**src/sv/sha256_pkg.sv**
```systemverilog
`timescale 1ns / 1ps
// ----------------------------------------------------------------------------
// sha256_pkg
// Shared types, constants and round functions of the SHA-256 byte hasher.
// ----------------------------------------------------------------------------
package sha256_pkg;

   localparam int WordBits  = 32;
   localparam int ChainLen  = 8;
   localparam int Rounds    = 64;
   localparam int BlockBits = 512;

   localparam logic [7:0] PAD_MARK   = 8'h80;
   localparam logic [5:0] LEN_OFFSET = 6'd56;
   localparam logic [5:0] LAST_SLOT  = 6'd63;
   localparam logic [5:0] LAST_ROUND = 6'd63;
   localparam logic [2:0] LAST_INDEX = 3'd7;

   localparam logic [31:0] INIT_WORDS [ChainLen] = '{
      32'h6a09e667, 32'hbb67ae85, 32'h3c6ef372, 32'ha54ff53a,
      32'h510e527f, 32'h9b05688c, 32'h1f83d9ab, 32'h5be0cd19
   };

   localparam logic [31:0] ROUND_K [Rounds] = '{
      32'h428a2f98, 32'h71374491, 32'hb5c0fbcf, 32'he9b5dba5,
      32'h3956c25b, 32'h59f111f1, 32'h923f82a4, 32'hab1c5ed5,
      32'hd807aa98, 32'h12835b01, 32'h243185be, 32'h550c7dc3,
      32'h72be5d74, 32'h80deb1fe, 32'h9bdc06a7, 32'hc19bf174,
      32'he49b69c1, 32'hefbe4786, 32'h0fc19dc6, 32'h240ca1cc,
      32'h2de92c6f, 32'h4a7484aa, 32'h5cb0a9dc, 32'h76f988da,
      32'h983e5152, 32'ha831c66d, 32'hb00327c8, 32'hbf597fc7,
      32'hc6e00bf3, 32'hd5a79147, 32'h06ca6351, 32'h14292967,
      32'h27b70a85, 32'h2e1b2138, 32'h4d2c6dfc, 32'h53380d13,
      32'h650a7354, 32'h766a0abb, 32'h81c2c92e, 32'h92722c85,
      32'ha2bfe8a1, 32'ha81a664b, 32'hc24b8b70, 32'hc76c51a3,
      32'hd192e819, 32'hd6990624, 32'hf40e3585, 32'h106aa070,
      32'h19a4c116, 32'h1e376c08, 32'h2748774c, 32'h34b0bcb5,
      32'h391c0cb3, 32'h4ed8aa4a, 32'h5b9cca4f, 32'h682e6ff3,
      32'h748f82ee, 32'h78a5636f, 32'h84c87814, 32'h8cc70208,
      32'h90befffa, 32'ha4506ceb, 32'hbef9a3f7, 32'hc67178f2
   };

   typedef enum logic [1:0] {
      ST_IDLE,
      ST_PAD,
      ST_COMPRESS,
      ST_EMIT
   } state_type;

   // byte push into the block buffer; last starts the compression
   typedef struct packed {
      logic       push;
      logic       last;
      logic [7:0] data;
   } core_ctrl_type;

   typedef logic [ChainLen-1:0][WordBits-1:0] chain_type;

   function automatic logic [31:0] rotr(input logic [31:0] x, input int r);
      return (x >> r) | (x << (32 - r));
   endfunction

   function automatic logic [31:0] big_sigma0(input logic [31:0] x);
      return rotr(x, 2) ^ rotr(x, 13) ^ rotr(x, 22);
   endfunction

   function automatic logic [31:0] big_sigma1(input logic [31:0] x);
      return rotr(x, 6) ^ rotr(x, 11) ^ rotr(x, 25);
   endfunction

   function automatic logic [31:0] small_sigma0(input logic [31:0] x);
      return rotr(x, 7) ^ rotr(x, 18) ^ (x >> 3);
   endfunction

   function automatic logic [31:0] small_sigma1(input logic [31:0] x);
      return rotr(x, 17) ^ rotr(x, 19) ^ (x >> 10);
   endfunction

endpackage

```
**src/sv/sha256_core.sv**
```systemverilog
`timescale 1ns / 1ps
// ----------------------------------------------------------------------------
// sha256_core
// Block buffer and one shared compression round, used once per cycle for each
// round of a block. The buffer doubles as the sliding message schedule window.
// ----------------------------------------------------------------------------
module sha256_core (
   input  logic                      clock,
   input  logic                      reset,
   input  sha256_pkg::core_ctrl_type ctrl,
   input  sha256_pkg::chain_type     chain,
   output logic                      done,
   output sha256_pkg::chain_type     vars
);

   logic [sha256_pkg::BlockBits-1:0] blk_ff, blk_in;
   sha256_pkg::chain_type            vars_ff, vars_in;
   logic [5:0]                       round_ff, round_in;
   logic                             busy_ff, busy_in;
   logic                             done_ff, done_in;

   logic [31:0] w0, w1, w9, w14, w_new;
   logic [31:0] t1, t2, ch, maj;

   // window holds w[t] .. w[t+15], w[t] in the top word
   assign w0  = blk_ff[511:480];
   assign w1  = blk_ff[479:448];
   assign w9  = blk_ff[223:192];
   assign w14 = blk_ff[63:32];
   assign w_new = w0 + sha256_pkg::small_sigma0(w1) + w9 + sha256_pkg::small_sigma1(w14);

   // vars[0] is a, vars[7] is h
   assign ch  = (vars_ff[4] & vars_ff[5]) ^ (~vars_ff[4] & vars_ff[6]);
   assign maj = (vars_ff[0] & vars_ff[1]) ^ (vars_ff[0] & vars_ff[2]) ^
                (vars_ff[1] & vars_ff[2]);
   assign t1  = vars_ff[7] + sha256_pkg::big_sigma1(vars_ff[4]) + ch +
                sha256_pkg::ROUND_K[round_ff] + w0;
   assign t2  = sha256_pkg::big_sigma0(vars_ff[0]) + maj;

   always_comb begin
      blk_in   = blk_ff;
      vars_in  = vars_ff;
      round_in = round_ff;
      busy_in  = busy_ff;
      done_in  = 1'b0;
      if (ctrl.push) begin
         blk_in = {blk_ff[503:0], ctrl.data};
         if (ctrl.last) begin
            busy_in  = 1'b1;
            round_in = '0;
            vars_in  = chain;
         end
      end else if (busy_ff) begin
         blk_in     = {blk_ff[479:0], w_new};
         vars_in[7] = vars_ff[6];
         vars_in[6] = vars_ff[5];
         vars_in[5] = vars_ff[4];
         vars_in[4] = vars_ff[3] + t1;
         vars_in[3] = vars_ff[2];
         vars_in[2] = vars_ff[1];
         vars_in[1] = vars_ff[0];
         vars_in[0] = t1 + t2;
         round_in   = round_ff + 6'd1;
         if (round_ff == sha256_pkg::LAST_ROUND) begin
            busy_in = 1'b0;
            done_in = 1'b1;
         end
      end
   end

   always_ff @(posedge clock) begin
      blk_in_hold: begin
         blk_ff  <= blk_in;
         vars_ff <= vars_in;
      end
      if (reset) begin
         round_ff <= '0;
         busy_ff  <= 1'b0;
         done_ff  <= 1'b0;
      end else begin
         round_ff <= round_in;
         busy_ff  <= busy_in;
         done_ff  <= done_in;
      end
   end

   assign done = done_ff;
   assign vars = vars_ff;

endmodule

```
**src/sv/sha256_byte_stream_hasher.sv**
```systemverilog
`timescale 1ns / 1ps
// ----------------------------------------------------------------------------
// sha256_byte_stream_hasher
// SHA-256 over a byte stream with padding and digest output.
// ----------------------------------------------------------------------------
// An absorb word (mode 0) adds one byte to the block buffer. The word that
// completes a 64-byte block starts its compression: the rounds run on the
// single shared round unit, then the result is folded into the chaining
// words, and no byte is taken meanwhile. A finish word (mode 1) then pushes
// the pad and length bytes one per cycle, pausing while each block is
// compressed (up to 72 bytes over one or two blocks), and emits the digest
// as eight words, index 0 first, one per cycle that rsp_ready is high.
// req_ready is low while a completed block is compressed, and from a finish
// word until the last digest word is taken; after that the hasher starts a
// new message.
// ----------------------------------------------------------------------------
module sha256_byte_stream_hasher (
   input  logic        clock,
   input  logic        reset,
   input  logic        req_valid,
   output logic        req_ready,
   input  logic        req_mode,
   input  logic [7:0]  req_data_byte,
   output logic        rsp_valid,
   input  logic        rsp_ready,
   output logic [31:0] rsp_digest_word,
   output logic [2:0]  rsp_word_index,
   output logic        rsp_last_word
);

   sha256_pkg::state_type     state_ff, state_in;
   sha256_pkg::chain_type     chain_ff, chain_in;
   logic [5:0]                fill_ff, fill_in;
   logic [63:0]               len_ff, len_in;
   logic [63:0]               bits_ff, bits_in;
   logic [2:0]                idx_ff, idx_in;
   logic                      first_ff, first_in;
   logic                      len_phase_ff, len_phase_in;
   logic                      finishing_ff, finishing_in;

   sha256_pkg::core_ctrl_type ctrl;
   sha256_pkg::chain_type     vars;
   logic                      done;

   logic                      req_fire;
   logic                      len_now;
   logic [7:0]                pad_byte;

   sha256_core u_core (
      .clock (clock),
      .reset (reset),
      .ctrl  (ctrl),
      .chain (chain_ff),
      .done  (done),
      .vars  (vars)
   );

   assign req_fire = req_valid && req_ready;

   // length bytes start once padding reaches offset 56
   assign len_now  = !first_ff && (len_phase_ff || fill_ff == sha256_pkg::LEN_OFFSET);
   assign pad_byte = first_ff ? sha256_pkg::PAD_MARK :
                     (len_now ? bits_ff[63:56] : 8'h00);

   // next state
   always_comb begin
      state_in = state_ff;
      unique case (state_ff)
         sha256_pkg::ST_IDLE: begin
            if (req_fire) begin
               if (req_mode) begin
                  state_in = sha256_pkg::ST_PAD;
               end else if (fill_ff == sha256_pkg::LAST_SLOT) begin
                  state_in = sha256_pkg::ST_COMPRESS;
               end
            end
         end
         sha256_pkg::ST_PAD: begin
            if (fill_ff == sha256_pkg::LAST_SLOT) begin
               state_in = sha256_pkg::ST_COMPRESS;
            end
         end
         sha256_pkg::ST_COMPRESS: begin
            if (done) begin
               if (len_phase_ff) begin
                  state_in = sha256_pkg::ST_EMIT;
               end else if (finishing_ff) begin
                  state_in = sha256_pkg::ST_PAD;
               end else begin
                  state_in = sha256_pkg::ST_IDLE;
               end
            end
         end
         sha256_pkg::ST_EMIT: begin
            if (rsp_ready && idx_ff == sha256_pkg::LAST_INDEX) begin
               state_in = sha256_pkg::ST_IDLE;
            end
         end
         default: state_in = sha256_pkg::ST_IDLE;
      endcase
   end

   // outputs
   always_comb begin
      req_ready = 1'b0;
      rsp_valid = 1'b0;
      ctrl      = '0;
      unique case (state_ff)
         sha256_pkg::ST_IDLE: begin
            req_ready = 1'b1;
            ctrl.push = req_valid && !req_mode;
            ctrl.last = fill_ff == sha256_pkg::LAST_SLOT;
            ctrl.data = req_data_byte;
         end
         sha256_pkg::ST_PAD: begin
            ctrl.push = 1'b1;
            ctrl.last = fill_ff == sha256_pkg::LAST_SLOT;
            ctrl.data = pad_byte;
         end
         sha256_pkg::ST_COMPRESS: begin
            ctrl = '0;
         end
         sha256_pkg::ST_EMIT: begin
            rsp_valid = 1'b1;
         end
         default: begin
            ctrl = '0;
         end
      endcase
   end

   // datapath registers
   always_comb begin
      chain_in     = chain_ff;
      fill_in      = fill_ff;
      len_in       = len_ff;
      bits_in      = bits_ff;
      idx_in       = idx_ff;
      first_in     = first_ff;
      len_phase_in = len_phase_ff;
      finishing_in = finishing_ff;

      if (ctrl.push) begin
         fill_in = fill_ff + 6'd1;
      end
      if (state_ff == sha256_pkg::ST_IDLE && req_fire) begin
         if (req_mode) begin
            bits_in      = {len_ff[60:0], 3'b000};
            first_in     = 1'b1;
            finishing_in = 1'b1;
         end else begin
            len_in = len_ff + 64'd1;
         end
      end
      if (state_ff == sha256_pkg::ST_PAD) begin
         if (first_ff) begin
            first_in = 1'b0;
         end else if (len_now) begin
            bits_in      = {bits_ff[55:0], 8'h00};
            len_phase_in = 1'b1;
         end
      end
      if (state_ff == sha256_pkg::ST_COMPRESS && done) begin
         for (int i = 0; i < sha256_pkg::ChainLen; i++) begin
            chain_in[i] = chain_ff[i] + vars[i];
         end
      end
      if (state_ff == sha256_pkg::ST_EMIT && rsp_ready) begin
         idx_in = idx_ff + 3'd1;
         if (idx_ff == sha256_pkg::LAST_INDEX) begin
            for (int i = 0; i < sha256_pkg::ChainLen; i++) begin
               chain_in[i] = sha256_pkg::INIT_WORDS[i];
            end
            len_in       = '0;
            len_phase_in = 1'b0;
            finishing_in = 1'b0;
         end
      end
   end

   always_ff @(posedge clock) begin
      bits_ff <= bits_in;
      if (reset) begin
         state_ff <= sha256_pkg::ST_IDLE;
         for (int i = 0; i < sha256_pkg::ChainLen; i++) begin
            chain_ff[i] <= sha256_pkg::INIT_WORDS[i];
         end
         fill_ff      <= '0;
         len_ff       <= '0;
         idx_ff       <= '0;
         first_ff     <= 1'b0;
         len_phase_ff <= 1'b0;
         finishing_ff <= 1'b0;
      end else begin
         state_ff     <= state_in;
         chain_ff     <= chain_in;
         fill_ff      <= fill_in;
         len_ff       <= len_in;
         idx_ff       <= idx_in;
         first_ff     <= first_in;
         len_phase_ff <= len_phase_in;
         finishing_ff <= finishing_in;
      end
   end

   assign rsp_digest_word = chain_ff[idx_ff];
   assign rsp_word_index  = idx_ff;
   assign rsp_last_word   = idx_ff == sha256_pkg::LAST_INDEX;

endmodule

```
**config.mk**
```make
export PLATFORM = sky130hd
export DESIGN_NAME = sha256_byte_stream_hasher
export DESIGN_NICKNAME = d
export VERILOG_FILES = /design/src/sv/sha256_pkg.sv /design/src/sv/sha256_core.sv /design/src/sv/sha256_byte_stream_hasher.sv
export SDC_FILE = /design/constraint.sdc
export NUM_CORES = 2
export LEC_CHECK = 0
export BUFFER_PORTS_ARGS = -buffer_cell sky130_fd_sc_hd__buf_2
export CAP_MARGIN = 25
export CORE_UTILIZATION = 55
export DETAILED_ROUTE_END_ITERATION = 8
export HOLD_SLACK_MARGIN = 0.1
export PLACE_DENSITY_LB_ADDON = 0.05
export SYNTH_ARGS = -nofsm -noshare
export SYNTH_HDL_FRONTEND = slang
export SYNTH_SLANG_ARGS = --single-unit
```
**constraint.sdc**
```tcl
create_clock -name clock -period 31.2 [get_ports clock]
set_input_delay 3.12 -clock clock [delete_from_list [all_inputs] [get_ports clock]]
set_output_delay 3.12 -clock clock [all_outputs]
set_load 0.01 [all_outputs]
```
# == Word level (Yosys, flattened, before mapping) ==
# Memories as Yosys holds them, arrays and structs flattened.
# Cells that the tools add are included.
# op_classes
add_sub_neg,22
n_lt_le_gt_ge,2
eq_ne,11
mux,55
bitwise_logic,29
n_reduce_logical,15
# ops
cell,count
$mux 256,6
$mux 512,2
$add 32x32->32,18
$mux 64,9
$xor 32x32->32,9
$and 32x32->32,5
$bmux 32 s3,1
$mux 32,3
$add 64x1->64 const B,1
$not 32->32,1
$or 10x32->32,1
$or 13x32->32,1
$or 14x32->32,1
$or 15x32->32,1
$or 19x32->32,1
$or 21x32->32,1
$or 25x32->32,1
$or 26x32->32,1
$or 30x32->32,1
$or 7x32->32,1
$xor 32x22->32,1
$xor 32x29->32,1
$mux 1,21
$pmux 10 s2,1
24 further kinds,45
# totals
register_bits,1174
rom_bits,2048
inputBits,13
output_inout_bits,38
elab_cells,163
n_memories,1
# mem_list
name,words,width,rd,rd_ports_with_merged_regs,write_ports,line_no,source
(name not given),64,32,1,0,0,sha256_core.sv:37,sha256_pkg::ROUND_K[round_ff] + w0;

# == Depth between registers and ports, before layout ==
# logic_depth
ltp_word,10
mapped_depth,38
depth_no_buf,37

# == Modules after synthesis ==
# Synthesis repeated with hierarchy kept, for this count alone.
# hier_totals
cells_unflattened,7429
hier_area_um2,77224.1
# modules_own_cells
mod,n_inst,cells_each,area_per_inst_um2
sha256_core,1,4068,49282.3
sha256_byte_stream_hasher,1,3361,27941.8

# == Worst setup path after synthesis ==
# Ideal clock, no wire load.
# synth_timing
path_type,input port to flip-flop
from,in req_valid
to,reg u_core.vars_ff (netlist bit u_core.vars[0]) (enable)
arrival_time_ps,24309
setup_slack_ps,6366
cell_stages,7
n_path_buf,1
cell_sequence,nor2b_1 > nor2_1 > or2_2 > clkbuf_1 > nand2b_1 > o21ai_0 > inv_1
# synth_via
elab_chain_len,4
elab_cells_between_ends,5
cone_classes,eq/ne: 1; mux: 1; reduce/logical: 3
# synth_lines
element,line_no,source
start: declaration,sha256_byte_stream_hasher.sv:20,"input logic req_valid,"
$logic_and 1x1->1 *,sha256_byte_stream_hasher.sv:111,ctrl.push = req_valid && !req_mode;
$pmux 10 s2 *,sha256_byte_stream_hasher.sv:108,unique case (state_ff)
$ne 2x2->1 (no source line) / $reduce_bool 2->1 (equally long branches),n/a,
$reduce_and 2->1 (no source line) *,n/a,
end signal: assignment,sha256_core.sv:74,vars_ff <= vars_in;
end: declaration,sha256_core.sv:17,"sha256_pkg::chain_type vars_ff, vars_in;"
# Every way passes the cells marked *; elsewhere a longest branch is shown, timed or not.
# A chain may end at the register's enable or synchronous reset.

==> flow_summary.yaml <==
clock_network:
  post_cts_buffers: 0
  clk_pin_slew_ns: 0.06
  clock_latency_ns: 0.79
  root_buffer: "clkbuf_16"
  cts_max_path_buffers: 3
  cts_hold_buf: 0
  cts_made_buffers: 137
  cts_tree: "yes"
  htreeDepth: 4
  cts_resized: 0
  cts_sinks: 1171
critical_path:
  start_kind: "flip-flop"
  worstPathMaxFanout: 20
  crit_type: "reg2reg"
  rr_worst_depth: 33
  cp.required_ns: 31.68
  arrival_ns: 10.47
  cp-end-kind: "flip-flop"
  r2r-end: "u_core.vars[159]$_DFFE_PP_"
  regToRegSetupSlack_ns: 21.21
  startpoint: "u_core.round_ff[0]$_SDFFE_PP0P_"
  slowest_stage: "ha_1"
  endpoint: "u_core.vars[159]$_DFFE_PP_"
  path_common_cell: "a21oi_1"
  cpPeakStageDelay_ns: 0.96
  worstReg2RegStart: "u_core.round_ff[0]$_SDFFE_PP0P_"
hold_path:
  hold_path.class: "reg2reg"
floorplan:
  start_util: 0.556
  dieArea_sq_um: 141000
  core_area_sq_um: 138000
  rows: 136
  dieHeight_um: 375
  io_pins: 51
  die_x_um: 375
synthesis:
  yosys.area.top_type_share: 0.301
  synth_area_leaders: "edfxtp_1 30%, nand2_1 13%, dfxtp_1 11%"
  synth_flop_cell: "edfxtp_1"
  synth_cell_types: 97
  ys_seq_area_frac: 0.406
  synth_fp_nets: 9215
  synth_edf_count: 768
  synth-seq-cells: 1171
  synth_cells: 8610
  avgSynthCellArea_sq_um: 8.91
  ys.warnings.count: 0
  async_flop_share: 0
  synth.largest_area_cell: "edfxtp_1"
  netlist_area_sq_um: 76700
final_layout:
  final_cells: 10300
  nets: 8992
  utilization: 0.601
  area_delta_synth_final_pct: 8.04
  drive_gt1_frac: 0.0632
placement:
  dp_cells: 10000
  place_congestion: 1.01
  io_buffers: 50
  place_hpwl_um: 181000
  pre_cts_ws_ns: 21.49
timing:
  fin_crit_sh: 0.320
  clock.fmax_ghz: 0.100
  clock-skew-final_ns: 0.0449
  relSlewSlack: 0.158
  setup_tns_ns: 0
  fin_crit_ns: 9.99
  final-setup-viol-count: 0
  report.final.slew_viol_count: 0
  setup_ws_ns: 21.21
  hold_viol: 0
  tightest_slew_ns: 1.25
  rsz0062_at_grt: "false"
global_routing:
  antenna_found_initial: 4
  grt_max_degree: 183
  grt_first_pass_wirelength_um: 369000
  gr-total-overflow: 0
  grt_pass1_vias: 58500
  gr-usage-all-layers: 0.345
run:
  cap_violations: 0
detailed_routing:
  wirelength_um: 245000
  first_pass_iters: 8
  vias_per_cell: 6.08
  wire_per_inst_um: 23.8
  antenna_left: 0
  drcViolationCount: 0
  vias: 62600
  drtIter0Drc: 6386
status:
  status: "finished, final reports clean"
worst min path at each step:
stage	start	end	slack, ns	depth (start not counted)
2_1_floorplan	bits_ff[2]$_DFF_P_	bits_ff[10]$_DFF_P_	0.42	2
3_3_place_gp	bits_ff[2]$_DFF_P_	bits_ff[10]$_DFF_P_	0.43	2
3_5_place_dp	bits_ff[10]$_DFF_P_	bits_ff[18]$_DFF_P_	0.44	2
4_1_cts	bits_ff[10]$_DFF_P_	bits_ff[18]$_DFF_P_	0.45	2
5_1_grt	bits_ff[10]$_DFF_P_	bits_ff[18]$_DFF_P_	0.47	2
6_report	bits_ff[18]$_DFF_P_	bits_ff[26]$_DFF_P_	0.45	2
per-stage QoR:
step	hold slack, ns	instance area [sq um]
2_1_floorplan	0.417	76700
3_3_place_gp	0.425	78000
3_5_place_dp	0.440	78000
4_1_cts	0.453	82700
5_1_grt	0.467	82800
6_report	0.450	82800
layer usage:
layer	vias up	wire, um	GRT usage
met1	30400	108000	0.492
met2	2403	107000	0.520
met5	-	0	0
met4	0	8930	0.114
met3	439	21400	0.0738
li1	29400	-	-
placed cells by master, fill, tap and decap left out, drive strengths merged, types with 99 or more instances in the layout:
master	instances
nand2	2603
edfxtp	768
a21oi	525
o21ai	424
xnor2	413
nor2	403
dfxtp	403
ha	397
inv	252
fa	195
clkbuf	183
xor2	181
a21o	164
buf	138
nor3	108
nand3	105
o211ai	99
critical path, delay by kind of cell, from the launching register on:
family / cells / cell delay [ns]
xor+xnor: 2 / 0.30
simple gates: 2 / 0.54
fa+ha+maj: 6 / 3.08
flops: 1 / 0.33
buf+inv: 3 / 0.37
compound gates: 20 / 5.10
flip-flops by register name (all words and copies together) (netlist names), 2 cells and up:
signal           flops
bits_ff             64
rsp_word_index       3
state_ff             2
chain_ff           256
u_core.round_ff      6
len_ff              61
u_core.blk_ff      512
fill_ff              6
u_core.vars        256
layout make-up:
class | count | area, sq um
antenna | 4 | 10.0
inverter | 245 | 927
clock inverter | 67 | 865
clock buffer | 181 | 3770
multi-input combinational | 6692 | 42800
sequential | 1171 | 31100
fill | 12100 | 55000
tap | 1794 | 2240
timing repair buffer | 140 | 1070
cells by family after synthesis:
family / count (synthesis) / synth area share
xor gates and xnor gates: 594 / 0.0678
muxes: 204 / 0.0390
and+or+nand+nor: 3572 / 0.193
AOI/OAI and AO/OA: 1705 / 0.139
adders and majority gates: 617 / 0.119
DFF: 1171 / 0.406
buffers and inverters: 747 / 0.0367
cells in the mapped netlist (all sizes together), types with 12 or more instances:
cell type / instances
buf: 57
nand2: 2603
a21oi: 525
and4: 13
nor2b: 48
nand4: 44
o31ai: 39
mux2: 58
mux2i: 76
nand3: 105
fa: 195
clkbuf: 445
nor2: 403
inv: 244
dfxtp: 403
a211oi: 80
nand3b: 16
mux4: 70
o21a: 77
edfxtp: 768
maj3: 25
or3: 30
xnor2: 413
a2111oi: 14
o21bai: 56
nor4: 12
or2: 16
a221oi: 16
ha: 397
a31o: 12
and2: 19
a21o: 164
nor3b: 15
nor3: 108
o311ai: 15
and3: 51
o211ai: 99
nand2b: 58
a31oi: 53
a21boi: 12
o21ai: 424
xor2: 181
Power is not shown: default switching activity piles up to over one toggle a cycle in this logic, so the estimate is an artifact.
